**config.mk**
```make
export PLATFORM = sky130hd
export DESIGN_NAME = ogl_ctrl
export DESIGN_NICKNAME = d
export VERILOG_FILES = /design/src/rtl/core/ogl_pkg.sv /design/src/rtl/core/ogl_ctrl.sv
export SDC_FILE = /design/constraint.sdc
export NUM_CORES = 1
export LEC_CHECK = 0
export ABC_AREA = 0
export BUFFER_PORTS_ARGS = -buffer_cell sky130_fd_sc_hd__buf_2
export CAP_MARGIN = 20
export CORE_AREA = 8 8 88 90
export CTS_BUF_LIST = sky130_fd_sc_hd__clkbuf_8
export CTS_CLUSTER_DIAMETER = 60
export DETAILED_ROUTE_END_ITERATION = 8
export DIE_AREA = 0 0 96 98
export GPL_ROUTABILITY_DRIVEN = 1
export PLACE_DENSITY = 0.69
export SLEW_MARGIN = 25
export SYNTH_ARGS = -nofsm -noshare
export SYNTH_HDL_FRONTEND = slang
export SYNTH_SLANG_ARGS = --single-unit
```
**constraint.sdc**
```tcl
create_clock -name clk -period 1.96 [get_ports clk]
set_input_delay 0.098 -clock clk [delete_from_list [all_inputs] [get_ports clk]]
set_output_delay 0.098 -clock clk [all_outputs]
set_load 0.02 [all_outputs]
```
**src/rtl/core/ogl_pkg.sv**
```systemverilog
// Package for the occupancy grid line draw block: grid geometry, codes, types and
// the constant tables used by the line stepping units.
// Used by every module under rtl/core; has no dependencies of its own.
package ogl_pkg;

  // Grid geometry: GRID_SIZE x GRID_SIZE cells, index x + y * GRID_SIZE.
  localparam int GRID_SIZE = 64;
  localparam int DEPTH     = GRID_SIZE * GRID_SIZE;
  localparam int ADDR_W    = $clog2(DEPTH);
  localparam int CNT_W     = $clog2(GRID_SIZE);

  // Coordinate fields are six bits wide on the ports.
  localparam int COORD_W = 6;
  localparam int COORD_N = 2 ** COORD_W;

  // Remainder of the rounding accumulator stays below 4 * GRID_SIZE.
  localparam int REM_W = $clog2(4 * GRID_SIZE);

  typedef logic [COORD_W-1:0] coord_t;
  typedef logic [ADDR_W-1:0]  addr_t;
  typedef logic [1:0]         cell_t;
  typedef logic [1:0]         func_t;

  // Request codes.
  localparam func_t FN_READ  = 2'd0;
  localparam func_t FN_WRITE = 2'd1;
  localparam func_t FN_DRAW  = 2'd2;

  // Cell states (agent is 1 and obstacle is 2; both are stored as given).
  localparam cell_t STATE_FREE = 2'd0;
  localparam cell_t STATE_RSVD = 2'd3;

  // Controller states.
  typedef enum logic [2:0] {
    ST_CLEAR,
    ST_IDLE,
    ST_READ,
    ST_LINE,
    ST_END,
    ST_FINISH
  } ctrl_state_t;

  // Memory request from the controller to the grid store.
  typedef struct packed {
    logic  we;
    addr_t waddr;
    cell_t wdata;
    logic  re;
    addr_t raddr;
  } ram_req_t;

  // Control of the two line stepping units.
  typedef struct packed {
    logic load;
    logic adv;
  } step_ctl_t;

  typedef logic [REM_W-1:0] rem_t;
  typedef coord_t quo_tab_t [COORD_N];
  typedef rem_t   rem_tab_t [COORD_N];

  // Whole part of |d| / GRID_SIZE for every six-bit magnitude.
  function automatic quo_tab_t make_quo_tab();
    quo_tab_t t;
    for (int k = 0; k < COORD_N; k++) begin
      t[k] = COORD_W'(k / GRID_SIZE);
    end
    return t;
  endfunction

  // What is left of 2|d| once whole steps of 2 * GRID_SIZE are taken out.
  function automatic rem_tab_t make_rem_tab();
    rem_tab_t t;
    for (int k = 0; k < COORD_N; k++) begin
      t[k] = REM_W'(2 * (k % GRID_SIZE));
    end
    return t;
  endfunction

  localparam quo_tab_t QUO_TAB = make_quo_tab();
  localparam rem_tab_t REM_TAB = make_rem_tab();

  localparam rem_t HALF_STEP = REM_W'(GRID_SIZE);
  localparam rem_t FULL_STEP = REM_W'(2 * GRID_SIZE);

  // A reserved state code is stored and reported as free.
  function automatic cell_t norm_state(cell_t s);
    return (s == STATE_RSVD) ? STATE_FREE : s;
  endfunction

  function automatic logic cell_inside(coord_t x, coord_t y);
    return (int'(x) < GRID_SIZE) && (int'(y) < GRID_SIZE);
  endfunction

  function automatic addr_t cell_addr(coord_t x, coord_t y);
    return ADDR_W'(int'(y) * GRID_SIZE + int'(x));
  endfunction

endpackage

```
**src/rtl/core/ogl_ctrl.sv**
```systemverilog
// Controller of the occupancy grid: clearing pass, request decoding, line sequencing
// and the result word register. Depends on ogl_pkg.
module ogl_ctrl (
  input  logic               clk,
  input  logic               rst_n,
  input  logic               in_tvalid,
  output logic               in_tready,
  input  ogl_pkg::func_t     func,
  input  ogl_pkg::coord_t    start_x,
  input  ogl_pkg::coord_t    start_y,
  input  ogl_pkg::coord_t    end_x,
  input  ogl_pkg::coord_t    end_y,
  input  ogl_pkg::cell_t     new_state,
  input  ogl_pkg::coord_t    pt_x,
  input  ogl_pkg::coord_t    pt_y,
  output ogl_pkg::step_ctl_t step_ctl,
  output ogl_pkg::ram_req_t  ram_req,
  input  ogl_pkg::cell_t     ram_rdata,
  output logic               out_tvalid,
  input  logic               out_tready,
  output ogl_pkg::cell_t     cell_value
);

  localparam ogl_pkg::addr_t ADDR_LAST = ogl_pkg::ADDR_W'(ogl_pkg::DEPTH - 1);
  localparam logic [ogl_pkg::CNT_W-1:0] CNT_LAST = ogl_pkg::CNT_W'(ogl_pkg::GRID_SIZE - 1);
  localparam logic [ogl_pkg::CNT_W-1:0] CNT_FIRST = ogl_pkg::CNT_W'(1);

  ogl_pkg::ctrl_state_t state_r, state_nxt;
  ogl_pkg::addr_t       clr_addr_r, clr_addr_nxt;
  logic [ogl_pkg::CNT_W-1:0] cnt_r, cnt_nxt;
  ogl_pkg::cell_t       res_r, res_nxt;
  logic                 rd_inside_r, rd_inside_nxt;
  ogl_pkg::cell_t       st_r, st_nxt;
  ogl_pkg::coord_t      ex_r, ex_nxt;
  ogl_pkg::coord_t      ey_r, ey_nxt;
  logic                 out_valid_r, out_valid_nxt;
  ogl_pkg::cell_t       out_value_r, out_value_nxt;

  logic           accept;
  logic           push;
  ogl_pkg::cell_t st_in;

  assign st_in  = ogl_pkg::norm_state(new_state);
  assign accept = in_tvalid && in_tready;
  assign push   = (state_r == ogl_pkg::ST_FINISH) && (!out_valid_r || out_tready);

  // Next state.
  always_comb begin
    state_nxt = state_r;
    unique case (state_r)
      ogl_pkg::ST_CLEAR: begin
        if (clr_addr_r == ADDR_LAST) begin
          state_nxt = ogl_pkg::ST_IDLE;
        end
      end
      ogl_pkg::ST_IDLE: begin
        if (accept) begin
          unique case (func)
            ogl_pkg::FN_READ: state_nxt = ogl_pkg::ST_READ;
            ogl_pkg::FN_DRAW: state_nxt = ogl_pkg::ST_LINE;
            default:          state_nxt = ogl_pkg::ST_FINISH;
          endcase
        end
      end
      ogl_pkg::ST_READ:   state_nxt = ogl_pkg::ST_FINISH;
      ogl_pkg::ST_LINE: begin
        if (cnt_r == CNT_LAST) begin
          state_nxt = ogl_pkg::ST_END;
        end
      end
      ogl_pkg::ST_END:    state_nxt = ogl_pkg::ST_FINISH;
      ogl_pkg::ST_FINISH: begin
        if (push) begin
          state_nxt = ogl_pkg::ST_IDLE;
        end
      end
      default:            state_nxt = ogl_pkg::ST_CLEAR;
    endcase
  end

  // Memory requests and stepper control for each state.
  always_comb begin
    in_tready       = 1'b0;
    ram_req         = '0;
    step_ctl        = '0;
    unique case (state_r)
      ogl_pkg::ST_CLEAR: begin
        ram_req.we    = 1'b1;
        ram_req.waddr = clr_addr_r;
        ram_req.wdata = ogl_pkg::STATE_FREE;
      end
      ogl_pkg::ST_IDLE: begin
        in_tready     = 1'b1;
        ram_req.raddr = ogl_pkg::cell_addr(start_x, start_y);
        ram_req.waddr = ogl_pkg::cell_addr(start_x, start_y);
        ram_req.wdata = st_in;
        if (accept) begin
          // A line's first point is its start cell, written here.
          case (func)
            ogl_pkg::FN_READ:  ram_req.re = 1'b1;
            ogl_pkg::FN_WRITE: ram_req.we = ogl_pkg::cell_inside(start_x, start_y);
            ogl_pkg::FN_DRAW: begin
              ram_req.we    = ogl_pkg::cell_inside(start_x, start_y);
              step_ctl.load = 1'b1;
            end
            default: ;
          endcase
        end
      end
      ogl_pkg::ST_LINE: begin
        ram_req.we    = ogl_pkg::cell_inside(pt_x, pt_y);
        ram_req.waddr = ogl_pkg::cell_addr(pt_x, pt_y);
        ram_req.wdata = st_r;
        step_ctl.adv  = 1'b1;
      end
      ogl_pkg::ST_END: begin
        ram_req.we    = ogl_pkg::cell_inside(ex_r, ey_r);
        ram_req.waddr = ogl_pkg::cell_addr(ex_r, ey_r);
        ram_req.wdata = st_r;
      end
      ogl_pkg::ST_READ, ogl_pkg::ST_FINISH: ;
      default: ;
    endcase
  end

  // Datapath register next values.
  always_comb begin
    clr_addr_nxt  = clr_addr_r;
    cnt_nxt       = cnt_r;
    res_nxt       = res_r;
    rd_inside_nxt = rd_inside_r;
    st_nxt        = st_r;
    ex_nxt        = ex_r;
    ey_nxt        = ey_r;

    if (state_r == ogl_pkg::ST_CLEAR) begin
      clr_addr_nxt = clr_addr_r + ogl_pkg::ADDR_W'(1);
    end

    if (accept) begin
      cnt_nxt       = CNT_FIRST;
      rd_inside_nxt = ogl_pkg::cell_inside(start_x, start_y);
      st_nxt        = st_in;
      ex_nxt        = end_x;
      ey_nxt        = end_y;
      case (func)
        ogl_pkg::FN_WRITE, ogl_pkg::FN_DRAW: res_nxt = st_in;
        default:                             res_nxt = ogl_pkg::STATE_FREE;
      endcase
    end

    if (state_r == ogl_pkg::ST_LINE) begin
      cnt_nxt = cnt_r + ogl_pkg::CNT_W'(1);
    end

    // A read outside the grid answers free.
    if (state_r == ogl_pkg::ST_READ) begin
      res_nxt = rd_inside_r ? ram_rdata : ogl_pkg::STATE_FREE;
    end
  end

  // Result word register: taken while the slot is empty or being drained.
  always_comb begin
    out_value_nxt = push ? res_r : out_value_r;
    if (push) begin
      out_valid_nxt = 1'b1;
    end else if (out_tready) begin
      out_valid_nxt = 1'b0;
    end else begin
      out_valid_nxt = out_valid_r;
    end
  end

  // Control registers.
  always_ff @(posedge clk) begin
    if (!rst_n) begin
      state_r     <= ogl_pkg::ST_CLEAR;
      clr_addr_r  <= '0;
      out_valid_r <= 1'b0;
    end else begin
      state_r     <= state_nxt;
      clr_addr_r  <= clr_addr_nxt;
      out_valid_r <= out_valid_nxt;
    end
  end

  // Payload registers.
  always_ff @(posedge clk) begin
    cnt_r       <= cnt_nxt;
    res_r       <= res_nxt;
    rd_inside_r <= rd_inside_nxt;
    st_r        <= st_nxt;
    ex_r        <= ex_nxt;
    ey_r        <= ey_nxt;
    out_value_r <= out_value_nxt;
  end

  assign out_tvalid = out_valid_r;
  assign cell_value = out_value_r;

endmodule

```
# Word level (Yosys, flattened, before mapping)
# Cells that the tools add are included.
# classes
n_mux	25
reduce_logical	12
n_addsub	5
n_eq_ne	14
# op_table
operator	n
$pmux 15 s4	1
$add 12x6->12	3
$pmux 3 s5	1
$mux 13	1
$add 12x1->12 const B	1
$eq 12x12->1 const B	1
$mux 3	4
$mux 6	2
$mux 1	11
$mux 2	4
$ne 2x2->1 const B	4
$add 6x1->6 const B	1
$eq 3x2->1 const B	2
$eq 3x3->1 const B	2
$eq 6x6->1 const B	1
$pmux 3 s2	1
$reduce_bool 2->1	3
$eq 2x2->1 const B	2
$reduce_and 4->1	1
$reduce_or 2->1	2
$eq 3x1->1 const B	1
$logic_not 3->1	1
$eq 2x1->1 const B	1
$logic_and 1x1->1	2
3 further kinds	3
# totals
output_inout_bits	34
wordCells	65
input_bits	46
ff_bits	40

# Logic depth before layout (Yosys ltp)
# Gate-level depths: netlist of run 1.
# depth
depth_word	5
ltp_mapped	6
depth_no_buf	6

# Worst setup path before layout of run 1
# Ideal clock, no wire load.
# synth_timing
path_type	flip-flop to flip-flop
start	register state_r[2]
end	register ex_r[0] (enable)
path_slack_ns	0.257
setup_ns	0.367
t_required_ns	1.593
arrival_ns	1.337
synth_period_minus_slack_ns	1.703
path_stages_with_launch	5
n_path_buf	1
path_cell_list	dfxtp_1 -> buf_2 -> nand2b_1 -> nor2_1 -> and2_1
# synth_between
elab_chain_cells	3
# synth_lines
item	line	text
from (decl)	ogl_ctrl.sv:28	ogl_pkg::ctrl_state_t state_r, state_nxt;
from (signal assigned)	ogl_ctrl.sv:177	state_r <= ogl_pkg::ST_CLEAR;
from (signal assigned)	ogl_ctrl.sv:181	state_r <= state_nxt;
$eq 3x1->1	ogl_ctrl.sv:86	unique case (state_r)
$mux 1	ogl_ctrl.sv:86	
$logic_and 1x1->1	ogl_ctrl.sv:44	assign accept = in_tvalid && in_tready;
to (signal assigned)	ogl_ctrl.sv:193	ex_r <= ex_nxt;
to (decl)	ogl_ctrl.sv:34	ogl_pkg::coord_t ex_r, ex_nxt;
# Every way passes these cells.
# A chain may end at the register's enable or synchronous reset.

==> impl_results.md, run 1 <==
* Seq/Total Area, Yosys at 46.2%
* WP data required at 1.86 ns
* Cell area after layout at 2940 µm²
* Post-DP HPWL at 4590 µm
* R2R Setup Slk at 0.36 ns
* Synthesized net count at 276
* Inserted Clock Buffers at 5
* DIE WIDTH at 96 µm
* Clock network fraction of design power at 34.2%
* LEAKAGE at 1.19 nW
* Initial DRT Pass Iterations at 4
* VDD IR max at 333 µV
* Internal at 0.00120 W
* Hold Path Cell Cnt at 2
* Final hold vios at 0
* Synth Instances at 226
* Initial Utilization at 34.7%
* CTS tree: yes
* Hold_sp: rst_n
* Vias at 1972
* Total Routed Length at 5970 µm
* Placed inst area at 2740 µm²
* Hold Path Sink: clr_addr_r[2]
* Grt total ovfl at 0
* Tmin final at 1.80 ns
* Worst-path fanout max at 16
* Final #Nets at 369
* Layout cells sized above 1 at 30.9%
* PortBufs at 79
* Seq pwr share at 57.5%
* Vias/cell at 4.93
* Slew margin rel. at 59.1%
* Worst-case clock skew at 0.00513 ns
* Routed len/inst at 14.9 µm
* Core area at 6490 µm²
* TNS Setup at 0 ns
* R2R depth at 4
* I/O pins at 80
* Root Driver: clkbuf_8
* Worst-Margin Slew at 0.609 ns
* Rows at 30
* FF-to-FF Start: state_r[0]
* Largest net degree at the start of global routing at 20
* Clk_lat worst skew at 0.30 ns
* Hold_ws at 0.0666 ns
* Reg-to-reg critical path endpoint: clr_addr_r[11]
* Final antenna-violating net count at 0
* Number of distinct library cells after synthesis at 32
* Peak Freq at 0.556 GHz
* Crit end category: output pin
* Clock-pin slew of the registers on the worst-case setup and hold paths at 0.08 ns
* Sw Pwr at 0.000358 W
* Ys Warns at 0
* First-pass GRT wire length at 9720 µm
* PostCTS Resize Cnt at 0
* Area growth syn-to-layout at 30.2%
* Startpoint types: flop
* All-Layer GR Usage at 12.9%
* # setup viols final at 0
* Synth Register Bits at 40
* Status: complete, no violations
* H-Tree Depth at 2
* Max-slew violation count at 0
* Mapped Area at 2250 µm²
* Worst Path Arrival at 1.70 ns
* Combinational share of power at 8.4%
* Die ar. at 9410 µm²
* RSZ-0062 raised after global routing: false
* Initial antenna violation count at 0
* PwrDens at 532 nW/µm²
* CP Class: flop to output pin
* DRT iter0 DRCs at 34
* Maxcap violations at 0
* # DRC at 0
* Mean Syn Cell Area at 9.98 µm²
* Routability congestion estimate at 0.798
* # Post-CTS Setup Buffers at 0
* Switch share at 22.9%
* Hold Path Class: primary input to flop
* Die extent in y at 98 µm
* CTS Buffer Depth at 2
* CTS sink cnt at 40
* Antenna diode count at 0
* Fin crit share at 91.7%
* Number of global-route vias before repair at 2099
[registers in the layout, summed over array words and instances, names as in the netlist]
name and flops:
cell_value 2, clr_addr_r 12, cnt_r 6, ex_r 6
ey_r 6, out_tvalid 1, res_r 2, st_r 2
state_r 3
[cell type report]
type / instances / area (µm²)
clock inverters: 3 / 12.5
inverters: 7 / 26.3
fillers: 628 / 3560
repair buffers: 98 / 568
well taps: 80 / 100
clock buffers: 5 / 68.8
multi-input cells: 167 / 1120
flip-flops and latches: 40 / 1040
[cells in the mapped netlist, drive strengths merged]
master,instances,area [µm²]
xnor2,11,96.3
nand4,3,18.8
a32oi,1,8.76
o31ai,2,15.0
o21ba,1,10.0
and3,7,43.8
inv,7,26.3
edfxtp,24,721
nor2,24,90.1
buf,9,56.3
clkbuf,3,11.3
or2,1,6.26
nor4,3,46.3
mux2,1,11.3
dfxtp,16,320
mux2i,26,260
or3,2,12.5
o21ai,6,30.0
nor2b,6,37.5
nand2,14,52.6
xor2,3,26.3
and2,16,100
nand3,8,40.0
nand2b,2,12.5
a31o,1,8.76
ha,4,50.1
o22ai,14,87.6
nor3,4,20.0
a21oi,7,35.0
[layout by cell type, fill, tap and decap left out, types with 2 or more instances in the layout]
master          n
buf_2          79
or3_1           2
nand2b_1        2
o31ai_1         2
ha_1            4
o22ai_1        14
nor3_1          4
clkbuf_8        5
nand4_1         3
edfxtp_1       24
inv_1           9
xor2_1          3
nand3_1         8
dlygate4sd3_1  12
nor2_1         24
a21oi_1         7
nand2_1        14
dfxtp_1        16
and3_1          7
o21ai_0         6
mux2i_1        26
and2_1         16
nor4_2          2
xnor2_1        11
nor2b_1         6
buf_4           7
[through the flow]
stage                     worst slack [ns]  power [W]  cells  utilization [%]
after global placement               0.415    0.00103    380             42.1
after floorplan                      0.257   0.000964    226                -
after global routing                0.0316    0.00163    400             45.2
after detailed placement             0.376    0.00103    380             42.1
final                                0.162    0.00156    400             45.2
after CTS                            0.138    0.00157    400             45.2
[cell families (layout without fill, tap and decap cells)]
kind of cell	Yosys count	after routing	synth area share (%)
fa+ha+maj	4	4	2.22
simple gates	90	90	21.3
compound gates	32	32	8.66
xor+xnor	14	14	5.44
mux	27	27	12.0
flops	40	40	46.2
buf+inv	19	113	4.16
[worst max path at each step]
stage	slack, ns	to	from	cells past startpoint
6_report	0.16	ram_req[7]	state_r[0]	5
5_1_grt	0.03	ram_req[7]	state_r[0]	5
4_1_cts	0.14	ram_req[16]	state_r[2]	4
3_5_place_dp	0.38	cnt_r[2]	state_r[1]	3
3_3_place_gp	0.42	clr_addr_r[5]	state_r[0]	4
2_1_floorplan	0.26	ex_r[0]	state_r[2]	4
[what timing repair did]
item / 4_1_cts / 5_1_grt
hold endpoints to repair: 12 / 0
endpoints found under the setup margin: 0 / 0
hold buffers: 12 / 0
[critical path, stage by stage, from the launching register on]
cell      delay [ns]
dfxtp_1         0.50
nand2b_1        0.18
nor2_1          0.14
buf_4           0.21
and2_1          0.18
buf_2           0.18
[power groups by stage]
| stage | Combinational (W) | Clock [W] | Sequential [W] |
|---|---|---|---|
| floorplan | 0.0000489 | 0 | 0.000915 |
| global placement | 0.000111 | 0 | 0.000918 |
| detailed placement | 0.000113 | 0 | 0.000918 |
| CTS | 0.000132 | 0.000542 | 0.000898 |
| global route | 0.000145 | 0.000587 | 0.000899 |
| finish | 0.000131 | 0.000534 | 0.000898 |
[routing by layer]
metal  wire (µm)  part of all wire [%]  vias up  global-route usage, %
met5           0                     0        -                      0
met4          85                   1.4        0                   4.62
met3         404                   6.8        8                   4.45
met2        2860                    48       63                   20.9
met1        2620                    44      907                   15.3
li1            -                     -      994                      -
(Power assumes the default switching activity.)
==> inputs of run 2 (changes only) <==
--- a/config.mk
+++ b/config.mk
@@ -14,7 +14,7 @@
 export DETAILED_ROUTE_END_ITERATION = 8
 export DIE_AREA = 0 0 96 98
 export GPL_ROUTABILITY_DRIVEN = 1
-export PLACE_DENSITY = 0.69
+export PLACE_DENSITY_LB_ADDON = 0.05
 export SLEW_MARGIN = 25
 export SYNTH_ARGS = -nofsm -noshare
 export SYNTH_HDL_FRONTEND = slang
==> impl_results.md, run 2 (synthesized netlist as in run 1, its figures left out) <==
* Cell area after layout at 3000 µm² (was 2940 µm²)
* CTS Buffer Depth at 2 (unchanged)
* Placed inst area at 2770 µm² (was 2740 µm²)
* CP dominant cell by count: buf_4
* Slew margin rel. at 66.1% (was 59.1%)
* WP data required at 1.86 ns (about the same)
* Status: complete, no violations (unchanged)
* Fin crit share at 89.8% (was 91.7%)
* Commonest cells after routing, fill and taps aside: buf_2, mux2i_1, nor2_1, edfxtp_1 (unchanged)
* CP Capture Point: step_ctl[1] (was ram_req[7])
* PostCTS Resize Cnt at 0 (unchanged)
* Worst slack, placed at 0.359 ns (was 0.376 ns)
* Max-slew violation count at 0 (unchanged)
* Worst-Margin Slew at 0.504 ns (was 0.609 ns)
* I/O pins at 80 (unchanged)
* Crit end category: output pin (unchanged)
* Reg-to-reg critical path endpoint: state_r[0] (was clr_addr_r[11])
* VDD IR max at 355 µV (was 333 µV)
* Most flops, register: clr_addr_r (unchanged)
* LEAKAGE at 1.21 nW (was 1.19 nW)
* Die extent in y at 98 µm (unchanged)
* Peak Freq at 0.568 GHz (was 0.556 GHz)
* First-pass GRT wire length at 9670 µm (was 9720 µm)
* Layout cells sized above 1 at 32.2% (was 30.9%)
* PwrDens at 567 nW/µm² (was 532 nW/µm²)
* Routability congestion estimate at 0.722 (was 0.798)
* DIE WIDTH at 96 µm (unchanged)
* Initial Utilization at 34.7% (unchanged)
* Antenna diode count at 0 (unchanged)
* Worst setup path startpoint: state_r[1] (was state_r[0])
* Number of global-route vias before repair at 2001 (was 2099)
* CP Class: flop to output pin (unchanged)
* Rows at 30 (unchanged)
* Vias/cell at 4.84 (was 4.93)
* CTS tree: yes (unchanged)
* Hold_ws at 0.0787 ns (was 0.0666 ns)
* Initial DRT Pass Iterations at 4 (unchanged)
* Largest net degree at the start of global routing at 18 (was 20)
* R2R depth at 3 (was 4)
* # DRC at 0 (unchanged)
* Slowest-stage cell, CP: dfxtp_1 (unchanged)
* Crit-path cells: buf_4 -> nor2_1 -> buf_4 -> and3_1 -> buf_2 (was nand2b_1 -> nor2_1 -> buf_4 -> and2_1 -> buf_2)
* Worst Path Arrival at 1.66 ns (was 1.70 ns)
* Area growth syn-to-layout at 33.1% (was 30.2%)
* Max FFs per register at 12 (unchanged)
* Startpoint types: flop (unchanged)
* H-Tree Depth at 2 (unchanged)
* CTS sink cnt at 40 (unchanged)
* FF-to-FF Start: state_r[0] (unchanged)
* Hold Path Class: primary input to flop (unchanged)
* Inserted Clock Buffers at 5 (unchanged)
* Maxcap violations at 0 (unchanged)
* Commonest non-fill, non-tap cell in the layout: buf_2 (unchanged)
* Routed len/inst at 14.8 µm (was 14.9 µm)
* Clk_lat worst skew at 0.29 ns (was 0.30 ns)
* DRT iter0 DRCs at 88 (was 34)
* Final Util at 46.2% (was 45.2%)
* Slowest cell delay on critical path at 0.45 ns (was 0.50 ns)
* Worst-path fanout max at 17 (was 16)
* PortBufs at 79 (unchanged)
* RSZ-0062 raised after global routing: false (unchanged)
* R2R Setup Slk at 0.33 ns (was 0.36 ns)
* All-Layer GR Usage at 13.1% (was 12.9%)
* Root Driver: clkbuf_8 (unchanged)
* Final hold vios at 0 (unchanged)
* Worst-case clock skew at 0.00974 ns (was 0.00513 ns)
* Initial antenna violation count at 0 (unchanged)
* TNS Setup at 0 ns (unchanged)
* Final setup margin at 0.199 ns (was 0.162 ns)
* Die ar. at 9410 µm² (unchanged)
* Clock-pin slew of the registers on the worst-case setup and hold paths at 0.08 ns (about the same)
* # setup viols final at 0 (unchanged)
* Final #Nets at 372 (was 369)
* Vias at 1949 (was 1972)
* Post-DP HPWL at 4710 µm (was 4590 µm)
* Grt total ovfl at 0 (unchanged)
* Total Routed Length at 5970 µm (unchanged)
* Final antenna-violating net count at 0 (unchanged)
* Core area at 6490 µm² (unchanged)
* Tmin final at 1.76 ns (was 1.80 ns)
## run 2: layout make-up
class,instances,area (µm²)
fillers,650,3490
multi-input cells,167,1120
flip-flops and latches,40,1040
repair buffers,101,603
well taps,80,100
clock buffers,5,68.8
clock inverters,3,42.5
inverters,7,26.3
## run 2: critical path, delay by kind of cell, from the launching register on
| family | cells | cell delay [ns] |
|---|---|---|
| and+or+nand+nor | 2 | 0.27 |
| buffers and inverters | 3 | 0.65 |
| DFF | 1 | 0.45 |
## run 2: metal layers
metal	wire length (µm)	global-route usage [%]
met5	0	0
met4	59	4.26
met3	352	3.99
met2	3110	22.5
met1	2450	14.7
## run 2: worst min path at each step
stage / from / endpoint / cells past startpoint
6_report: ram_rdata[0] / res_r[0] / 3
5_1_grt: ram_rdata[0] / res_r[0] / 3
4_1_cts: ram_rdata[1] / res_r[1] / 3
3_5_place_dp: end_x[1] / ex_r[1] / 1
3_3_place_gp: end_x[4] / ex_r[4] / 1
2_1_floorplan: end_x[0] / ex_r[0] / 0
## run 2: power breakdown
group          total (W)  internal [W]  switching, W
sequential      0.000898      0.000891    0.00000677
clock           0.000674      0.000377      0.000297
combinational   0.000129     0.0000738     0.0000556
total            0.00170       0.00134      0.000359
## run 2: through the flow
step | std cells | total power, W
floorplan | 226 | 0.000964
global placement | 383 | 0.00103
detailed placement | 383 | 0.00103
CTS | 403 | 0.00173
global route | 403 | 0.00178
finish | 403 | 0.00170
## run 2: timing repair
action,CTS,global route
setup buffers,0,0
hold buffers,12,0
hold endpoints to repair,12,0
==> inputs of run 3 (changes only) <==
==> constraint.sdc (replaced) <==
create_clock -name clk -period 1.5 [get_ports clk]
set_input_delay 0.075 -clock clk [delete_from_list [all_inputs] [get_ports clk]]
set_output_delay 0.075 -clock clk [all_outputs]
set_load 0.02 [all_outputs]
==> impl_results.md, run 3 (synthesized netlist as in run 1, its figures left out) <==
* Clock-pin slew of the registers on the worst-case setup and hold paths at 0.08 ns (about the same)
* Clk_lat worst skew at 0.29 ns (about the same)
* Crit end category: output pin (unchanged)
* Multi-input logic area at 1400 µm² (was 1120 µm²)
* Die extent in y at 98 µm (unchanged)
* PortBufs at 79 (unchanged)
* Routed len/inst at 16.1 µm (was 14.8 µm)
* Root Driver: clkbuf_8 (unchanged)
* Worst-case clock skew at 0.00465 ns (was 0.00974 ns)
* Worst-path fanout max at 13 (was 17)
* Die ar. at 9410 µm² (unchanged)
* VDD IR max at 394 µV (was 355 µV)
* Final hold vios at 0 (unchanged)
* I/O pins at 80 (unchanged)
* Failing checks: negative setup slack
* Commonest cells after routing, fill and taps aside: buf_2, buf_4, buf_6 (was buf_2, mux2i_1, nor2_1, edfxtp_1)
* Vias/cell at 4.88 (was 4.84)
* CP dominant cell by count: buf_6 (was buf_4)
* CTS Buffer Depth at 2 (unchanged)
* Max FFs per register at 12 (unchanged)
* CTS sink cnt at 40 (unchanged)
* WP data required at 1.42 ns (was 1.86 ns)
* Most flops, register: clr_addr_r (unchanged)
* Area growth syn-to-layout at 63.0% (was 33.1%)
* Top delay family on crit path: flip-flops (was buffers and inverters)
* # setup viols final at 13 (was 0)
* Hold Path Class: primary input to flop (unchanged)
* Initial DRT Pass Iterations at 6 (was 4)
* # DRC at 0 (unchanged)
* Number of global-route vias before repair at 2287 (was 2001)
* Fillcell total at 576 (was 650)
* Total Routed Length at 6900 µm (was 5970 µm)
* Maxcap violations at 0 (unchanged)
* Worst Path Arrival at 1.46 ns (was 1.66 ns)
* LEAKAGE at 1.43 nW (was 1.21 nW)
* Inserted Clock Buffers at 5 (unchanged)
* Sum of buffers and inverters on the critical path at 2 (was 3)
* Final Non-Filler Cells at 428 (was 403)
* RSZ-0062 raised after global routing: true (was false)
* Routability congestion estimate at 0.775 (was 0.722)
* Crit-path cells: buf_6 -> or2_4 -> o22ai_2 -> buf_6 (was buf_4 -> nor2_1 -> buf_4 -> and3_1 -> buf_2)
* Layout cells sized above 1 at 50.3% (was 32.2%)
* CTS tree: yes (unchanged)
* Startpoint types: flop (unchanged)
* Post-DP HPWL at 4980 µm (was 4710 µm)
* CP Class: flop to output pin (unchanged)
* All-Layer GR Usage at 14.9% (was 13.1%)
* Fin crit share at 102%
* Final setup margin at -0.0320 ns (was 0.199 ns)
* Sequential cell area at 1050 µm² (was 1040 µm²)
* Placed cells at 402 (was 383)
* Tmin final at 1.53 ns
* Commonest non-fill, non-tap cell in the layout: buf_2 (unchanged)
* First-pass GRT wire length at 11100 µm (was 9670 µm)
* Slew margin rel. at 76.7% (was 66.1%)
* Initial Utilization at 34.7% (unchanged)
* PwrDens at 574 nW/µm² (was 567 nW/µm²)
* H-Tree Depth at 2 (unchanged)
* Vias at 2090 (was 1949)
* Status: complete, but fails checks (was complete, no violations)
* Initial antenna violation count at 0 (unchanged)
* DIE WIDTH at 96 µm (unchanged)
* Rows at 30 (unchanged)
* Final #Nets at 397 (was 372)
* Final Util at 56.6% (was 46.2%)
* Core area at 6490 µm² (unchanged)
* Antenna diode count at 0 (unchanged)
* Worst-Margin Slew at 0.347 ns (was 0.504 ns)
* Peak Freq at 0.653 GHz
* Final antenna-violating net count at 0 (unchanged)
* Power, Total at 0.00211 W (was 0.00170 W)
* DRT iter0 DRCs at 60 (was 88)
* Slowest cell delay on critical path at 0.35 ns (was 0.45 ns)
* Largest net degree at the start of global routing at 15 (was 18)
* Max-slew violation count at 0 (unchanged)
* Grt total ovfl at 0 (unchanged)
* Slowest-stage cell, CP: dfxtp_2 (was dfxtp_1)
## run 3: per-layer routing
metal | up-vias | wire length [µm] | GRT usage (%)
li1 | 1047 | - | -
met1 | 981 | 2890 | 17.6
met2 | 55 | 3510 | 25.2
met3 | 7 | 428 | 4.76
met4 | 0 | 78 | 3.43
met5 | - | 0 | 0
## run 3: path summary, 6_finish.rpt
path / startpoint / end / slack, ns / cells after the start
worst max-delay path: state_r[1] / ram_req[16] / -0.03 / 4
worst min-delay path: ram_rdata[0] / res_r[0] / 0.05 / 3
worst max register to register: state_r[0] / clr_addr_r[6] / 0.02 / 5
worst min register to register: res_r[0] / cell_value[0] / 0.43 / 0
## run 3: stage by stage
step / TNS (ns) / hold WS, ns / instance area [µm²] / setup WS, ns
after floorplan: 0 / 0.174 / 2260 / 0.00945
after global placement: 0 / 0.253 / 2920 / 0.00781
after detailed placement: 0 / 0.253 / 2920 / 0.0211
after CTS: -0.225 / 0.0490 / 3480 / -0.0337
after global routing: -1.76 / 0.0534 / 3670 / -0.0869
final: -0.261 / 0.0531 / 3670 / -0.0320
## run 3: timing repair
item,in CTS,in global routing
setup endpoints to repair,32,38
pin swaps,3,11
hold buffers,12,0
setup buffers,4,1
cloned,1,1
gates resized for setup,85,42
endpoints found under the hold margin,12,0
## run 3: area by class of cell
type	instances	share of cell area (%)
flip-flops and latches	40	28.5
clock inverters	3	0.443
multi-input cells	167	38.2
clock buffers	5	1.87
well taps	80	2.72
repair buffers	126	27.6
inverters	7	0.715
## run 3: worst register-to-register path: stages, from the launching register on
cell and delay (ns):
dfxtp_2 0.34, or3_1 0.43, buf_4 0.20, nor3_1 0.20
xnor2_1 0.16, nor2_1 0.05
## run 3: where the power goes
part | switching [W] | internal (W)
sequential | 0.0000116 | 0.00116
clock | 0.000407 | 0.000324
combinational | 0.0000885 | 0.000118
