===== src/rtl/core/ogl_pkg.sv =====
// Package for the occupancy grid line draw block: grid geometry, codes, types and
// the constant tables used by the line stepping units.
// Used by every module under rtl/core; has no dependencies of its own.
package ogl_pkg;

  // Grid geometry: GRID_SIZE x GRID_SIZE cells, index x + y * GRID_SIZE.
  localparam int GRID_SIZE = 64;
  localparam int DEPTH     = GRID_SIZE * GRID_SIZE;
  localparam int ADDR_W    = $clog2(DEPTH);
  localparam int CNT_W     = $clog2(GRID_SIZE);

  // Coordinate fields are six bits wide on the ports.
  localparam int COORD_W = 6;
  localparam int COORD_N = 2 ** COORD_W;

  // Remainder of the rounding accumulator stays below 4 * GRID_SIZE.
  localparam int REM_W = $clog2(4 * GRID_SIZE);

  typedef logic [COORD_W-1:0] coord_t;
  typedef logic [ADDR_W-1:0]  addr_t;
  typedef logic [1:0]         cell_t;
  typedef logic [1:0]         func_t;

  // Request codes.
  localparam func_t FN_READ  = 2'd0;
  localparam func_t FN_WRITE = 2'd1;
  localparam func_t FN_DRAW  = 2'd2;

  // Cell states (agent is 1 and obstacle is 2; both are stored as given).
  localparam cell_t STATE_FREE = 2'd0;
  localparam cell_t STATE_RSVD = 2'd3;

  // Controller states.
  typedef enum logic [2:0] {
    ST_CLEAR,
    ST_IDLE,
    ST_READ,
    ST_LINE,
    ST_END,
    ST_FINISH
  } ctrl_state_t;

  // Memory request from the controller to the grid store.
  typedef struct packed {
    logic  we;
    addr_t waddr;
    cell_t wdata;
    logic  re;
    addr_t raddr;
  } ram_req_t;

  // Control of the two line stepping units.
  typedef struct packed {
    logic load;
    logic adv;
  } step_ctl_t;

  typedef logic [REM_W-1:0] rem_t;
  typedef coord_t quo_tab_t [COORD_N];
  typedef rem_t   rem_tab_t [COORD_N];

  // Whole part of |d| / GRID_SIZE for every six-bit magnitude.
  function automatic quo_tab_t make_quo_tab();
    quo_tab_t t;
    for (int k = 0; k < COORD_N; k++) begin
      t[k] = COORD_W'(k / GRID_SIZE);
    end
    return t;
  endfunction

  // What is left of 2|d| once whole steps of 2 * GRID_SIZE are taken out.
  function automatic rem_tab_t make_rem_tab();
    rem_tab_t t;
    for (int k = 0; k < COORD_N; k++) begin
      t[k] = REM_W'(2 * (k % GRID_SIZE));
    end
    return t;
  endfunction

  localparam quo_tab_t QUO_TAB = make_quo_tab();
  localparam rem_tab_t REM_TAB = make_rem_tab();

  localparam rem_t HALF_STEP = REM_W'(GRID_SIZE);
  localparam rem_t FULL_STEP = REM_W'(2 * GRID_SIZE);

  // A reserved state code is stored and reported as free.
  function automatic cell_t norm_state(cell_t s);
    return (s == STATE_RSVD) ? STATE_FREE : s;
  endfunction

  function automatic logic cell_inside(coord_t x, coord_t y);
    return (int'(x) < GRID_SIZE) && (int'(y) < GRID_SIZE);
  endfunction

  function automatic addr_t cell_addr(coord_t x, coord_t y);
    return ADDR_W'(int'(y) * GRID_SIZE + int'(x));
  endfunction

endpackage


===== src/rtl/core/ogl_axis_step.sv =====
// One axis of the line stepper: walks start + round(d * i / GRID_SIZE) for rising i,
// with ties away from zero, using an accumulator instead of a division. Depends on ogl_pkg.
module ogl_axis_step (
  input  logic               clk,
  input  ogl_pkg::step_ctl_t ctl,
  input  ogl_pkg::coord_t    start_pos,
  input  ogl_pkg::coord_t    end_pos,
  output ogl_pkg::coord_t    coord
);

  // The accumulator holds 2|d|i + GRID_SIZE as q * 2 * GRID_SIZE + r.
  ogl_pkg::coord_t base_r, base_nxt;
  logic            neg_r, neg_nxt;
  ogl_pkg::coord_t aq_r, aq_nxt;
  ogl_pkg::rem_t   ar_r, ar_nxt;
  ogl_pkg::coord_t q_r, q_nxt;
  ogl_pkg::rem_t   r_r, r_nxt;

  logic            neg_in;
  ogl_pkg::coord_t mag;
  ogl_pkg::coord_t op_q;
  ogl_pkg::coord_t op_aq;
  ogl_pkg::rem_t   op_r;
  ogl_pkg::rem_t   op_ar;
  ogl_pkg::rem_t   acc;
  logic            wrap;

  // Magnitude and direction of the span on this axis.
  assign neg_in = end_pos < start_pos;
  assign mag    = neg_in ? (start_pos - end_pos) : (end_pos - start_pos);

  // On load the step is taken from the point at i = 0, so the unit holds i = 1.
  assign op_q  = ctl.load ? '0 : q_r;
  assign op_r  = ctl.load ? ogl_pkg::HALF_STEP : r_r;
  assign op_aq = ctl.load ? ogl_pkg::QUO_TAB[mag] : aq_r;
  assign op_ar = ctl.load ? ogl_pkg::REM_TAB[mag] : ar_r;

  // One step: add the fixed increment and carry once past 2 * GRID_SIZE.
  always_comb begin
    acc   = op_r + op_ar;
    wrap  = acc >= ogl_pkg::FULL_STEP;
    q_nxt = op_q + op_aq + ogl_pkg::COORD_W'(wrap);
    r_nxt = wrap ? (acc - ogl_pkg::FULL_STEP) : acc;
  end

  // Span registers are taken when a line starts.
  always_comb begin
    base_nxt = ctl.load ? start_pos : base_r;
    neg_nxt  = ctl.load ? neg_in : neg_r;
    aq_nxt   = op_aq;
    ar_nxt   = op_ar;
  end

  always_ff @(posedge clk) begin
    if (ctl.load || ctl.adv) begin
      base_r <= base_nxt;
      neg_r  <= neg_nxt;
      aq_r   <= aq_nxt;
      ar_r   <= ar_nxt;
      q_r    <= q_nxt;
      r_r    <= r_nxt;
    end
  end

  // The point always lies between start and end, so six bits hold it.
  assign coord = neg_r ? (base_r - q_r) : (base_r + q_r);

endmodule


===== config.mk =====
export PLATFORM = sky130hd
export DESIGN_NAME = ogl_axis_step
export DESIGN_NICKNAME = d
export VERILOG_FILES = /design/src/rtl/core/ogl_pkg.sv /design/src/rtl/core/ogl_axis_step.sv
export SDC_FILE = /design/constraint.sdc
export NUM_CORES = 1
export LEC_CHECK = 0
export BUFFER_PORTS_ARGS = -buffer_cell sky130_fd_sc_hd__buf_4
export CELL_PAD_IN_SITES_DETAIL_PLACEMENT = 1
export CELL_PAD_IN_SITES_GLOBAL_PLACEMENT = 1
export CORE_MARGIN = 2
export CORE_UTILIZATION = 25
export DETAILED_ROUTE_END_ITERATION = 16
export PLACE_DENSITY = 0.5
export SYNTH_ARGS = -nofsm -noshare
export SYNTH_HDL_FRONTEND = slang
export SYNTH_SLANG_ARGS = --single-unit

===== constraint.sdc =====
create_clock -name clk -period 5.3 [get_ports clk]
set_clock_uncertainty 0.2 [all_clocks]
set_input_delay 1.325 -clock clk [delete_from_list [all_inputs] [get_ports clk]]
set_output_delay 1.325 -clock clk [all_outputs]
set_load 0.01 [all_outputs]

* Word level (Yosys, flattened, before mapping)
Memories as Yosys holds them, arrays and structs flattened.
Index checks and enable logic that the tools add are counted.
** Word-level totals
- Bits in registers :: 35
- ROM bits :: 896
- Input port bits :: 15
- Output and inout port bits :: 6
- Word-level logic and storage cells :: 33
- Memories :: 2
** Operators by class
- $add $sub $neg :: 8
- Magnitude comparators :: 3
- Multiplexer cells :: 11
- Bitwise operators :: 1
- Reduce and logical (&&, ||, !) cells :: 2
** Memory list
- (no name shown) :: words 64, bits a word 8, read ports 1, clocked after Yosys merged registers in 0, wr ports 0, line ogl_axis_step.sv:36 : assign op_ar = ctl.load ? ogl_pkg::REM_TAB[mag] : ar_r;
- (no name shown) :: words 64, bits a word 6, read ports 1, clocked after Yosys merged registers in 0, wr ports 0, line ogl_axis_step.sv:35 : assign op_aq = ctl.load ? ogl_pkg::QUO_TAB[mag] : aq_r;
** Operators with widths (count)
- $mux W8 :: 5
- $mux W6 :: 6
- $sub A6 B6 Y6 :: 3
- $add A6 B6 Y6 :: 2
- $add A8 B8 Y8 :: 1
- $ge A8 B8 Y1 const B :: 1
- $sub A8 B8 Y8 const B :: 1
- $ge A7 B7 Y1 const B :: 1
- $not A6 Y7 :: 1
- $add A6 B1 Y6 :: 1
- $lt A6 B6 Y1 :: 1
- $reduce_and A2 Y1 :: 1
- $logic_or A1 B1 Y1 :: 1

* Logic depth before layout (Yosys ltp)
Gate-level depths: netlist of the first run.
- Depth in word-level cells :: 10
- Gate-level depth with buffers :: 22
- Depth with buffers taken out :: 22

* Worst setup path before layout of the first run
Ideal clock, no wire load.
- Path kind :: input to register
- Start point :: input end_pos[0]
- End point :: register q_r[4], data pin
- Setup time :: 0.258 ns
- Data arrival time :: 5.077 ns
- Required time :: 4.842 ns
- Slack :: -0.234 ns
- Stages :: 21
- Path buffers :: 0
- Cell sequence :: inv_1 -> ha_1 -> inv_1 -> fa_1 -> a211oi_4 -> o21bai_2 -> a21oi_4 -> mux2i_1 -> xnor2_1 -> mux2_2 -> ha_1 -> nand2_1 -> o21ai_0 -> o41ai_1 -> xor2_1 -> fa_1 -> inv_1 -> fa_1 -> a21o_1 -> a21oi_1 -> xnor2_1
** Between the ends
- Word-level cells in the longest chain between the ends :: 10
- Elaborated cells on any way between the ends :: 17
- Those cells by class :: add/sub: 5; order compare: 2; mux: 7; bitwise: 1; memory: 2
** RTL lines
- start: declaration :: line ogl_axis_step.sv:7 : input ogl_pkg::coord_t end_pos,
- $lt A6 B6 Y1 :: line ogl_axis_step.sv:29 : assign neg_in = end_pos < start_pos;
- via neg_in :: line ogl_axis_step.sv:19 : logic neg_in;
- $mux W6 :: line ogl_axis_step.sv:30 : assign mag = neg_in ? (start_pos - end_pos) : (end_pos - start_pos);
- $not A6 Y7 (not written as such) :: line ogl_axis_step.sv:36
- $mem_v2 Z64 W8
- $mux W8 (not written as such) (2 in a row) :: line ogl_axis_step.sv:36
- $mux W8 :: line ogl_axis_step.sv:36
- via ar_nxt[3] :: line ogl_axis_step.sv:15 : ogl_pkg::rem_t ar_r, ar_nxt;
- $add A8 B8 Y8 :: line ogl_axis_step.sv:40 : acc = op_r + op_ar;
- $ge A8 B8 Y1 :: line ogl_axis_step.sv:41 : wrap = acc >= ogl_pkg::FULL_STEP;
- $add A6 B1 Y6 :: line ogl_axis_step.sv:42 : q_nxt = op_q + op_aq + ogl_pkg::COORD_W'(wrap);
- via q_nxt[4] :: line ogl_axis_step.sv:16 : ogl_pkg::coord_t q_r, q_nxt;
- end signal: assignment :: line ogl_axis_step.sv:60 : q_r <= q_nxt;
- end: declaration :: line ogl_axis_step.sv:16
The timed path passes the listed nets, and every way through them passes these cells. The select of a mux whose other input is x is not followed.
A chain may end at the register's enable or synchronous reset.

* Worst setup path after layout of the first run
- Start point :: input end_pos[0]
- End point :: register q_r[5], data pin
Same word-level chain as after synthesis.

==> results of run 1 <==
==> how the worst min path moves through the flow <==
stage	depth (start not counted)	startpoint	slack, ns	to
floorplan	1	ar_r[5]$_DFFE_PN_	0.35	ar_r[5]$_DFFE_PN_
global placement	1	aq_r[5]$_DFFE_PN_	0.38	aq_r[5]$_DFFE_PN_
detailed placement	1	ar_r[7]$_DFFE_PN_	0.39	ar_r[7]$_DFFE_PN_
CTS	1	ar_r[7]$_DFFE_PN_	0.41	ar_r[7]$_DFFE_PN_
global route	1	ar_r[3]$_DFFE_PN_	0.43	ar_r[3]$_DFFE_PN_
finish	1	ar_r[7]$_DFFE_PN_	0.40	ar_r[7]$_DFFE_PN_
==> state kept, by name (all words and copies together), names as in the netlist <==
name    count
ar_r        8
r_r         8
aq_r        6
base_r      6
q_r         6
neg_r       1
==> cell usage after synthesis, drive strengths merged, types with 3 or more instances <==
cell type / instances
xor2: 9
fa: 6
a21o: 12
nor2: 13
xnor2: 17
edfxtp: 35
mux2: 3
nand2: 4
o21ai: 3
clkbuf: 4
mux2i: 5
ha: 28
nand3b: 3
a21oi: 18
nor2b: 15
inv: 28
nand2b: 3
==> worst max-delay path, stage by stage <==
cell      delay, ns
buf_12         0.11
inv_12         0.04
ha_4           0.12
inv_2          0.04
fa_2           0.38
a211oi_4       0.26
o21bai_2       0.10
a21oi_4        0.21
mux2i_1        0.25
xnor2_1        0.08
mux2_4         0.28
ha_4           0.23
nand2_4        0.07
o21ai_4        0.06
o41ai_4        0.21
xor2_1         0.23
fa_2           0.23
inv_2          0.05
a21o_1         0.14
a21o_1         0.17
a21o_1         0.19
a21oi_2        0.15
xnor2_1        0.09
==> layout by cell type, fill, tap and decap left out, types with 2 or more instances in the layout <==
cell type / Yosys / layout
or2_2: 2 / 2
mux2i_1: 5 / 4
xnor2_1: 17 / 17
nand2_4: 0 / 2
inv_2: 0 / 2
a21o_2: 2 / 2
nand2b_1: 3 / 3
nor2b_1: 15 / 15
mux2_2: 3 / 2
nor2_2: 0 / 2
edfxtp_1: 35 / 35
clkbuf_1: 4 / 2
clkbuf_8: 0 / 5
a21oi_1: 17 / 10
nand2_1: 4 / 2
nand3b_1: 3 / 3
nor2_1: 13 / 11
xor2_1: 9 / 9
inv_1: 28 / 25
buf_4: 0 / 46
ha_4: 0 / 4
a221oi_1: 2 / 2
fa_1: 6 / 2
a21o_1: 10 / 10
a21oi_4: 1 / 2
fa_2: 0 / 4
ha_1: 28 / 24
a21oi_2: 0 / 6
==> cells by family after synthesis <==
logic type | after synthesis
xor gates and xnor gates | 26
and+or+nand+nor | 43
buffers and inverters | 34
other | 1
adders and majority gates | 34
AOI/OAI and AO/OA | 40
DFF | 35
muxes | 8
==> power groups by stage <==
| stage | Combinational, mW | Sequential [mW] | Clock (mW) |
|---|---|---|---|
| after floorplan | 0.418 | 0.411 | 0 |
| after global placement | 0.635 | 0.421 | 0 |
| after detailed placement | 0.636 | 0.423 | 0 |
| after CTS | 0.652 | 0.418 | 0.194 |
| after global routing | 0.771 | 0.425 | 0.203 |
| final | 0.687 | 0.416 | 0.185 |
==> layout make-up <==
cell class              instances  area [µm²]  share of cell area [%]
clock inverters                 1        5.00                   0.154
repair buffers                 48         377                    11.6
inverters                      28         118                    3.62
clock buffers                   7        76.3                    2.35
well taps                     133         166                    5.13
flip-flops and latches         35        1050                    32.4
multi-input cells             152        1450                    44.8
==> metal layers <==
layer | global-route usage (%) | vias to the layer above | wire [µm]
met5 | 0 | - | 0
met4 | 2.90 | 0 | 63
met3 | 2.14 | 6 | 126
met2 | 17.2 | 18 | 2430
met1 | 14.2 | 812 | 2600
li1 | - | 848 | -
==> per-stage QoR <==
stage,instance area [µm²],util (%)
floorplan,2560,-
global placement,3030,31.2
detailed placement,3030,31.2
CTS,3160,32.4
global route,3250,33.4
finish,3250,33.4
==> repair_timing <==
| action | 4_1_cts | 5_1_grt |
|---|---|---|
| setup endpoints to repair | 2 | 3 |
| resized for setup | 6 | 16 |
| pin swaps | 17 | 24 |
| endpoints found under the hold margin | 0 | 0 |
| setup buffers | 2 | 2 |
==> run summary, run 1 <==
For the worst-skew pair, the clock arrives at the later sink with an insertion delay of 0.28 ns. In this run switching power makes up 34.4% of total power. After synthesis, the share of flip-flops with an asynchronous set or reset is 0%. The Yosys step of the flow raised 0 warnings. In this run the horizontal extent of the chip is 104 µm.

Clock-pin slew was measured on the worst setup and hold paths at 0.07 ns. Mean instance size in the synthesized netlist: 11.2 µm². The post-synthesis instance area was 2480 µm². The critical path is of the in2reg type.

The clock tree root driver cell is clkbuf_8. After detailed routing, the average wire length per cell comes to 12.9 µm. In this run the biggest area consumer among cell types represents 42.3% of the synthesized area. The vertical die dimension is 104 µm, and the total inserted antenna cells is 0. The power density over cell area was 397 nW/µm².

Via count of the first global-routing pass: 1806. The internal power of the cells totals 0.845 mW. In this run the worst path has a maximum fanout of 4.

The routed layout has 1684 vias. Overall power consumption after layout is estimated at 1.29 mW. The tools report the total count of hold-check failures in the final report as 0. The run finished with clean final reports. For this design the static power due to leakage is 1.46 nW.

The logs give 35 for the clock net sink count and 10.5% for the global router's overall resource usage. The startpoint of the worst register-to-register path is ar_r[1]$_DFFE_PN_. In the final timing run, aggregate negative setup slack is 0 ns. Once detail routing completed, the nets flagged for antenna violations numbered 0.

The dominant synthesized flop cell was edfxtp_1. The sequential fraction of design power was 32.3%. After legalization and detailed placement, the total HPWL measured 4100 µm. The xor/xnor share of the synthesized area is 9.16%, and the peak ir drop on the vdd network is 0.148 mV. The period utilization works out to 98.3%. The flip-flop and latch count after synthesis was 35. The arrival time of data at the critical path endpoint was 5.05 ns. The remaining global-route overflow was 0; the number of placed cells counting well taps was 393. The number of port buffers came out at 20.

The first global-routing pass estimated 9040 µm of wire. Routability-driven placement finished with a final weighted congestion of 0.751. The library cell occupying the most area in the post-synthesis netlist was edfxtp_1.

The analysis attributes to net switching a power of 0.443 mW. In this run the critical register-to-register path is captured at q_r[5]$_DFFE_PN_. After synthesis, the netlist uses 32 different library cells. The run gives 0.401 ns as the worst-case hold slack. The actual transition at the worst max-transition pin was 0.712 ns. OpenSTA, run right after detailed placement, puts the worst setup slack at -0.394 ns. The worst path meets setup with 0.0888 ns of slack. At the end of the flow, the number of nets in the layout was 319. The number of clock buffers added by TritonCTS is 5. The run gives 0 as the number of hold-repair buffers added at the cts stage. Once layout is complete, the cells apart from fillers number 404.

21 I/O pins were placed. The number of pins with negative max-slew slack in the final report was 0. The number of DRC violations after detailed-routing iteration 0 is 33, and the share of layout cells above drive strength 1 is 33.2%. TritonCTS built the clock tree. Combinational logic burns 53.3% of the power. The via count normalized by instance count works out to 4.17. STA classifies the critical path endpoint as a register. Number of flops mapped to enable cells by yosys: 35.

Setup repair after global routing could not meet its margin everywhere. The synthesized netlist devotes 11.4% of its cell area to compound gates. The run gives 0 as the initial antenna violation count.

For the relative slew slack, the log shows 52.5%. The setup check on the worst reg-to-reg path leaves a slack of 1.93 ns. The relative area change from synthesis to final layout works out to 30.7%. The die covers 10800 µm². For this run, the detailed router's first-pass iteration total came to 4.

Derived from the worst setup path, the maximum achievable clock frequency is 0.192 GHz. In the routed design, unresolved DRC markers number 0. The path type of the worst min-delay path is reg2reg.

Share of synthesized area occupied by flip-flops and latches: 42.3%. In the post-synthesis netlist, the biggest area contributors are edfxtp_1, ha_1, xnor2_1. After technology mapping, the gate count stands at 221.

The logs give 5.13 ns for the endpoint required time on the critical path and 2 for the number of H-tree levels. The tools report the core area as 9730 µm². STA classifies the critical path startpoint as an input port. For the initial standard-cell utilization of the core, the log shows 25.5%.

By area, the combinational part of the netlist is dominated by adder cells. After detailed routing, the total wire length is 5230 µm. Counting along the longest clock path gives a buffer depth of 2. After synthesis, the share of cell area in mux cells is 3.37%.

The floorplan has 36 rows. Entering global routing, the biggest net connects 29 pins. The critical path ends at q_r[5]$_DFFE_PN_. Summing the areas of all fa, ha and maj instances in the mapped netlist gives 18.9% of the synthesized area. The worst path in the final design needs a cycle of 5.21 ns, including I/O delays and setup.

The logs give 14.3% for the fraction of power consumed by the clock network and 0 for the total setup violations reported at the end of the flow. When the netlist entered floorplanning its net count stood at 270. The worst register-to-register path has a depth of 16. Across the run, the number of max-cap violations was 0.

The critical path starts at end_pos[0]. The layout has 1132 filler cells. The simple logic cell fraction of the synthesized area works out to 9.16%.
Power figures use the tool's default switching activity.
==> run 2, diff against run 1 <==
--- a/config.mk
+++ b/config.mk
@@ -10,6 +10,7 @@
 export CELL_PAD_IN_SITES_GLOBAL_PLACEMENT = 1
 export CORE_MARGIN = 2
 export CORE_UTILIZATION = 25
+export CTS_BUF_LIST = sky130_fd_sc_hd__clkbuf_2
 export DETAILED_ROUTE_END_ITERATION = 16
 export PLACE_DENSITY = 0.5
 export SYNTH_ARGS = -nofsm -noshare
==> run 2 against run 1 <==
  * Utilization fell by 1.3 points
  * Fmax rose by 2.3%
  * Critical path depth did not move
  * First-iteration DRC count rose by 70%
  * Sequential share of layout area rose by 1.3 points
  * Global-route usage fell by 0.093 points
  * Register-to-register slack improved by 0.02 ns
  * Non-clock buffer count fell by 2
  * Critical endpoint unchanged
  * Largest power group unchanged
==> run summary, run 2 (same netlist as run 1, synthesis figures left out) <==
The run finished with clean final reports. The actual transition at the worst max-transition pin is 0.712 ns. Net switching is 35.3% of the power. The finished cells cover 3120 µm².

After detailed routing, the average wire length per cell comes to 12.8 µm. For the worst-skew pair, the clock arrives at the later sink with an insertion delay of 0.37 ns. The cell sitting at the root of the clock tree is a clkbuf_2. The first global-routing pass estimated 8910 µm of wire. The detailed-router iteration count before antenna repair is 4, and the cell area reported after detailed placement is 3030 µm².

The global router's overall resource usage came out at 10.4%. Clock-pin slew was measured on the worst setup and hold paths at 0.18 ns. For this run the aggregate overflow at the end of global routing stands at 0. The largest registers in the layout are ar_r x8, r_r x8. The final total power is 1.17 mW.

Of the total power, registers draw 35.4%. Setup repair after global routing could not meet its margin everywhere. The endpoint required time on the critical path came out at 5.25 ns. The run gives 0 as the initial antenna violation count. Static timing analysis puts the maximum clock frequency at 0.196 GHz.

The post-route netlist has 31.2% of its cells at a drive strength greater than 1. For this configuration, the core starts out at a cell density of 25.5%. The number of port buffers was 20; the number of pins with negative max-slew slack in the final report was 0. For the maximum number of pins on one net before global-route repair, the log shows 29.

After the flow finishes, the layout carries non-filler instances totaling 402. In this run the tightest slew margin relative to its limit is 52.5%. The row count is 36, and the placer's final routability congestion estimate is 0.751.

The slowest stage of the critical path is the fa_1 cell. For this design the total switching power over the nets is 0.415 mW. For the fraction of power consumed by the clock network, the log shows 10.5%. Leaving out fill and tap cells, the most frequent cell in the layout is buf_4.

The startpoint kind of the worst setup timing path is an input port. In the layout the commonest cells are buf_4, edfxtp_1, inv_1. The peak ir drop on the vdd network is 0.147 mV. The tools report the routed wire length as 5160 µm. The chip width works out to 104 µm. Summed over all cells, the static leakage comes to 1.42 nW. The worst hold path belongs to the class reg2reg.

The count of maximum capacitance violations was 0; the buffer and inverter count on the worst path was 5. The critical path goes through buf_4 > buf_4 > inv_1 > ha_1 > inv_1 > fa_1 > a21o_2 > a21oi_1 > xor2_1 > a222oi_1 > mux2_4 > ha_2 > nor3_2 > nor2_1 > o41ai_2 > xor2_1 > fa_2 > inv_2 > a21o_1 > a21o_1 > a21o_1 > a21oi_2 > xnor2_1. Using the TritonRoute via totals, the vias-per-cell ratio works out to 4.15. The worst-path maximum fanout was 2; the maximum clock path buffer count was 2. Detailed placement finished with a half-perimeter wire length of 4100 µm. The class of the most critical setup path was in2reg. Counting I/O delays and the setup requirement, the final critical path takes 5.10 ns. Via total after detailed routing: 1670. TritonCTS built the clock tree. By instance count, the cell type seen most on the critical path is a21o_1.

The core region is 9730 µm². The clock drives 35 sinks. The H-tree was split into 2 levels. Per report_power, the combinational group accounts for 54.1% of the total. 0 antenna diodes ended up in the layout. The number of top-level pins is 21, and the period utilization is 96.1%. For this design the ratio of total power to cell area is 377 nW/µm². In this run, the number of DRC markers left after iteration 0 of detailed routing was 56.

The die covers 10800 µm². The number of cells on the critical path was 23. The hold path depth was 1; the number of placed cells counting well taps was 393.

The total count of hold-check failures in the final report was 0; the vertical die dimension was 104 µm. The worst register-to-register path has a depth of 16. The run gives 0.760 mW as the total internal power. The critical path capture point type is a register.

The TritonCTS buffer count was 5; the total setup violations reported at the end of the flow was 0. From synthesis to final layout, the design area changed by 25.5%. The tools report the via count of the first global-routing pass as 1811. Kind of cell adding the most delay to the critical path: compound AO/OA/AOI/OAI gates.

The count of nets left with antenna violations after detail routing was 0; the largest stage delay on the critical path was 0.39 ns. The DRC violations left was 0. For the worst setup path, the data arrival time is 5.04 ns.

For the count of nets after finishing, the log shows 317.
run 2: through the flow:
stage               util [%]  TNS, ns  worst slack, ns  hold WS, ns
global placement        31.2    -1.18           -0.376        0.384
global route            32.0  -0.0266          -0.0266        0.452
floorplan                  -  -0.0293          -0.0293        0.346
finish                  32.0        0            0.204        0.424
CTS                     31.6        0           0.0275        0.438
detailed placement      31.2    -1.29           -0.394        0.388
run 2: power by group through the flow:
stage	Combinational, mW	Clock [mW]	Sequential (mW)
2_1_floorplan	0.418	0	0.411
3_3_place_gp	0.635	0	0.421
3_5_place_dp	0.636	0	0.423
4_1_cts	0.640	0.132	0.417
5_1_grt	0.721	0.144	0.424
6_report	0.636	0.124	0.415
run 2: timing repair:
item,CTS,global route
hold buffers,0,0
gates resized for setup,0,9
setup buffers,0,1
endpoints found under the setup margin,0,2
run 2: worst paths after layout:
path / startpoint / end / slack, ns
max: start_pos[0] / q_r[5]$_DFFE_PN_ / 0.20
min: ar_r[7]$_DFFE_PN_ / ar_r[7]$_DFFE_PN_ / 0.42
max reg2reg: ar_r[1]$_DFFE_PN_ / q_r[5]$_DFFE_PN_ / 1.95
min reg2reg: ar_r[7]$_DFFE_PN_ / ar_r[7]$_DFFE_PN_ / 0.42
run 2: per-layer routing:
metal	up-vias	track usage [%]	wire [µm]
met4	0	3.47	64
met1	805	13.9	2620
met5	-	0	0
li1	843	-	-
met3	4	2.14	107
met2	18	16.8	2360
run 2: area by class of cell:
| class | instances | area (µm²) |
|---|---|---|
| Clock buffer | 7 | 35.0 |
| Clock inverter | 1 | 5.00 |
| Fill cell | 1135 | 6610 |
| Inverter | 28 | 118 |
| Multi-Input combinational cell | 152 | 1390 |
| Sequential cell | 35 | 1050 |
| Tap cell | 133 | 166 |
| Timing Repair Buffer | 46 | 349 |
==> run 3, diff against run 2 <==
--- a/config.mk
+++ b/config.mk
@@ -8,6 +8,7 @@
 export BUFFER_PORTS_ARGS = -buffer_cell sky130_fd_sc_hd__buf_4
 export CELL_PAD_IN_SITES_DETAIL_PLACEMENT = 1
 export CELL_PAD_IN_SITES_GLOBAL_PLACEMENT = 1
+export CORE_ASPECT_RATIO = 0.75
 export CORE_MARGIN = 2
 export CORE_UTILIZATION = 25
 export CTS_BUF_LIST = sky130_fd_sc_hd__clkbuf_2
==> run 3 against run 2 <==
  * Worst setup slack got worse by 0.054 ns
  * Global-route usage is 0.58 points higher
  * Final cell count increased by 2.2%
  * Die area about the same
  * Design area up 4.8%
  * Clock power rose by 39%
  * Sequential power about the same
  * Clock-buffer cell count fell by 1
  * Utilization increased by 1.8 points
  * Largest cell class unchanged
==> run summary, run 3 (same netlist as run 1, synthesis figures left out) <==
The flow ran to the end, and the final reports show no timing, DRC or antenna violations. Input and output buffers added on the ports amount to 20. The clock latency on the worst-skew pair was 0.38 ns. The startpoint kind of the worst setup timing path is an input port.

Data on the critical path is required at its endpoint by 5.27 ns. Critical-path cell with the highest stage delay: fa_2. The via count of the first global-routing pass was 1780; the count of maximum capacitance violations was 0.

The time the worst path needs with I/O delays and setup is 5.15 ns, and the period utilization is 97.2%. The critical path contains buffers and inverters numbering 5 combined. The share of layout cells above drive strength 1 is 34.1%, and the initial standard-cell utilization of the core is 25.7%. The final total power was 1.29 mW. The largest single stage delay on the critical path is 0.36 ns. In this design, the largest share of critical-path delay is due to compound AO/OA/AOI/OAI gates. Across the whole layout, storage elements account for 1050 µm². The number of top-level pins was 21.

In the final layout, the registers with the most flip-flops are ar_r x8, r_r x8. Entering global routing, the biggest net connects 30 pins. In the layout the commonest cells are buf_4, edfxtp_1, inv_1, ha_1, xnor2_1. Compared with the post-synthesis result, the final layout area differs by 31.5%.

The path type of the worst min-delay path was reg2reg. Summing all multi-input logic gate instances after layout gives 1430 µm². The total count of hold-check failures in the final report came out at 0. The post-detailed-placement half-perimeter wirelength is 4200 µm, and the upper clock frequency limit is 0.194 GHz. The layout has 1075 filler cells. The core area is 9660 µm². Setup repair after global routing could not meet its margin everywhere. The number of DRC violations after detailed-routing iteration 0 was 57; the number of H-tree levels was 2.

The power density over cell area is 394 nW/µm², and the wire length per cell after detailed routing is 13.2 µm. The run gives 5430 µm as the routed wire length. In the final design database the tool counted 328 nets. The worst setup path is captured at a register. The first global-routing pass estimated 9190 µm of wire.

At the pin with the least slew margin, the transition time is 0.722 ns. The tools report the total setup violations reported at the end of the flow as 0. The most common library cell in the layout ignoring fill and taps was buf_4. In this run the core area contains 31 standard-cell rows. The number of pins with negative max-slew slack in the final report came out at 0. Clock net sink count: 35.

Clock-pin slew was measured on the worst setup and hold paths at 0.19 ns. The first detailed-routing pass took 4 iterations. Summed over all cells, the static leakage comes to 1.49 nW. The tools report the clock tree root driver cell as clkbuf_2. In this run the remaining antenna-violating nets after routing total 0. The peak ir drop on the vdd network came out at 0.155 mV.

The initial antenna violation count is 0, and the remaining global-route overflow is 0. Counting the buffers created by CTS gives 5. For this run, design rule violations remaining after detail routing come to 0. The run gives 2 as the maximum clock path buffer count. In this run the tightest slew margin relative to its limit is 51.9%. After routing, the total negative slack on setup checks comes to 0 ns.

Global routing used 11.0% of the available tracks. Traced cell by cell, the critical path runs through buf_12 > inv_12 > ha_4 > inv_2 > fa_2 > a211oi_4 > o21bai_2 > a21oi_4 > buf_6 > mux2i_4 > a21oi_2 > ha_1 > a21oi_2 > o21ai_4 > o41ai_4 > xor2_1 > fa_2 > inv_2 > fa_2 > a21o_1 > a21oi_2 > xnor2_1. The critical path in this run is classified as in2reg. The arrival time of data at the critical path endpoint came out at 5.12 ns. The die is 90.3 µm tall. For the register-to-register setup slack, the log shows 1.91 ns.

The congestion estimate from routability-driven global placement came to 0.717. The die covers 10800 µm². TritonCTS built the clock tree. The via total after detailed routing came out at 1699.

After detailed routing, the number of vias per cell comes to 4.13. Measured along the x axis, the die boundary spans 119 µm. The repair_antennas step left the layout with diodes totalling 0.

Worst-path maximum fanout: 4.
==> run 3: changes by cell type in the layout (fill, tap and decap cells not counted), sizes merged <==
cell    previous run  this run
buf               46        57
bufinv             0         1
clkbuf             7         6
clkinv             1         0
==> run 3: worst reg2reg max path, stage by stage, from the launching register on <==
cell and delay, ns:
edfxtp_1 0.36, inv_1 0.03, mux2_2 0.28, inv_1 0.08, ha_1 0.23, a21o_1 0.19, a21oi_2 0.19, o21ai_4 0.09
o41ai_4 0.31, xor2_1 0.21, fa_2 0.22, inv_2 0.04, fa_2 0.34, a21o_1 0.20, a21oi_2 0.14, xnor2_1 0.07
==> run 3: path summary, 6_finish.rpt <==
| check | from | end | cells past startpoint |
|---|---|---|---|
| min reg2reg | aq_r[0]$_DFFE_PN_ | aq_r[0]$_DFFE_PN_ | 2 |
| max | end_pos[0] | q_r[4]$_DFFE_PN_ | 22 |
| min | aq_r[0]$_DFFE_PN_ | aq_r[0]$_DFFE_PN_ | 2 |
| max reg2reg | ar_r[1]$_DFFE_PN_ | q_r[4]$_DFFE_PN_ | 15 |
==> run 3: routing by layer <==
metal | up-vias | GRT usage [%] | share of wire (%)
met5 | - | 0 | 0
met4 | 0 | 3.57 | 1.1
met3 | 5 | 2.59 | 3.3
met2 | 18 | 15.5 | 41
met1 | 812 | 16.4 | 55
li1 | 864 | - | -
==> run 3: cell type report <==
type | count | area share (%)
Timing Repair Buffer | 57 | 13.6
Sequential cell | 35 | 32.2
Clock buffer | 6 | 0.919
Multi-Input combinational cell | 152 | 43.7
Clock inverter | 1 | 0.919
Tap cell | 132 | 5.06
Inverter | 28 | 3.60
==> run 3: timing repair <==
action | in CTS | in global routing
resized for setup | 0 | 16
pin swaps | 4 | 21
buffers inserted | 3 | 5
hold buffers | 0 | 0
setup endpoints to repair | 2 | 4
hold endpoints to repair | 0 | 0
==> run 3: power breakdown <==
group | leakage, nW | switching (mW) | internal (mW)
clock | 0.0391 | 0.0922 | 0.0796
sequential | 0.363 | 0.0284 | 0.385
combinational | 1.09 | 0.327 | 0.374
total | 1.49 | 0.448 | 0.839
==> run 3: metrics by stage <==
stage          hold slack [ns]  instances  worst slack [ns]  cell area, µm²  utilization, %
5_1_grt                  0.440        411        -0.0000164            3270            33.8
3_3_place_gp             0.371        396            -0.404            3060            31.7
2_1_floorplan            0.346        221           -0.0293            2560               -
4_1_cts                  0.422        406            0.0440            3140            32.5
6_report                 0.413        411             0.150            3270            33.8
3_5_place_dp             0.380        396            -0.485            3060            31.7
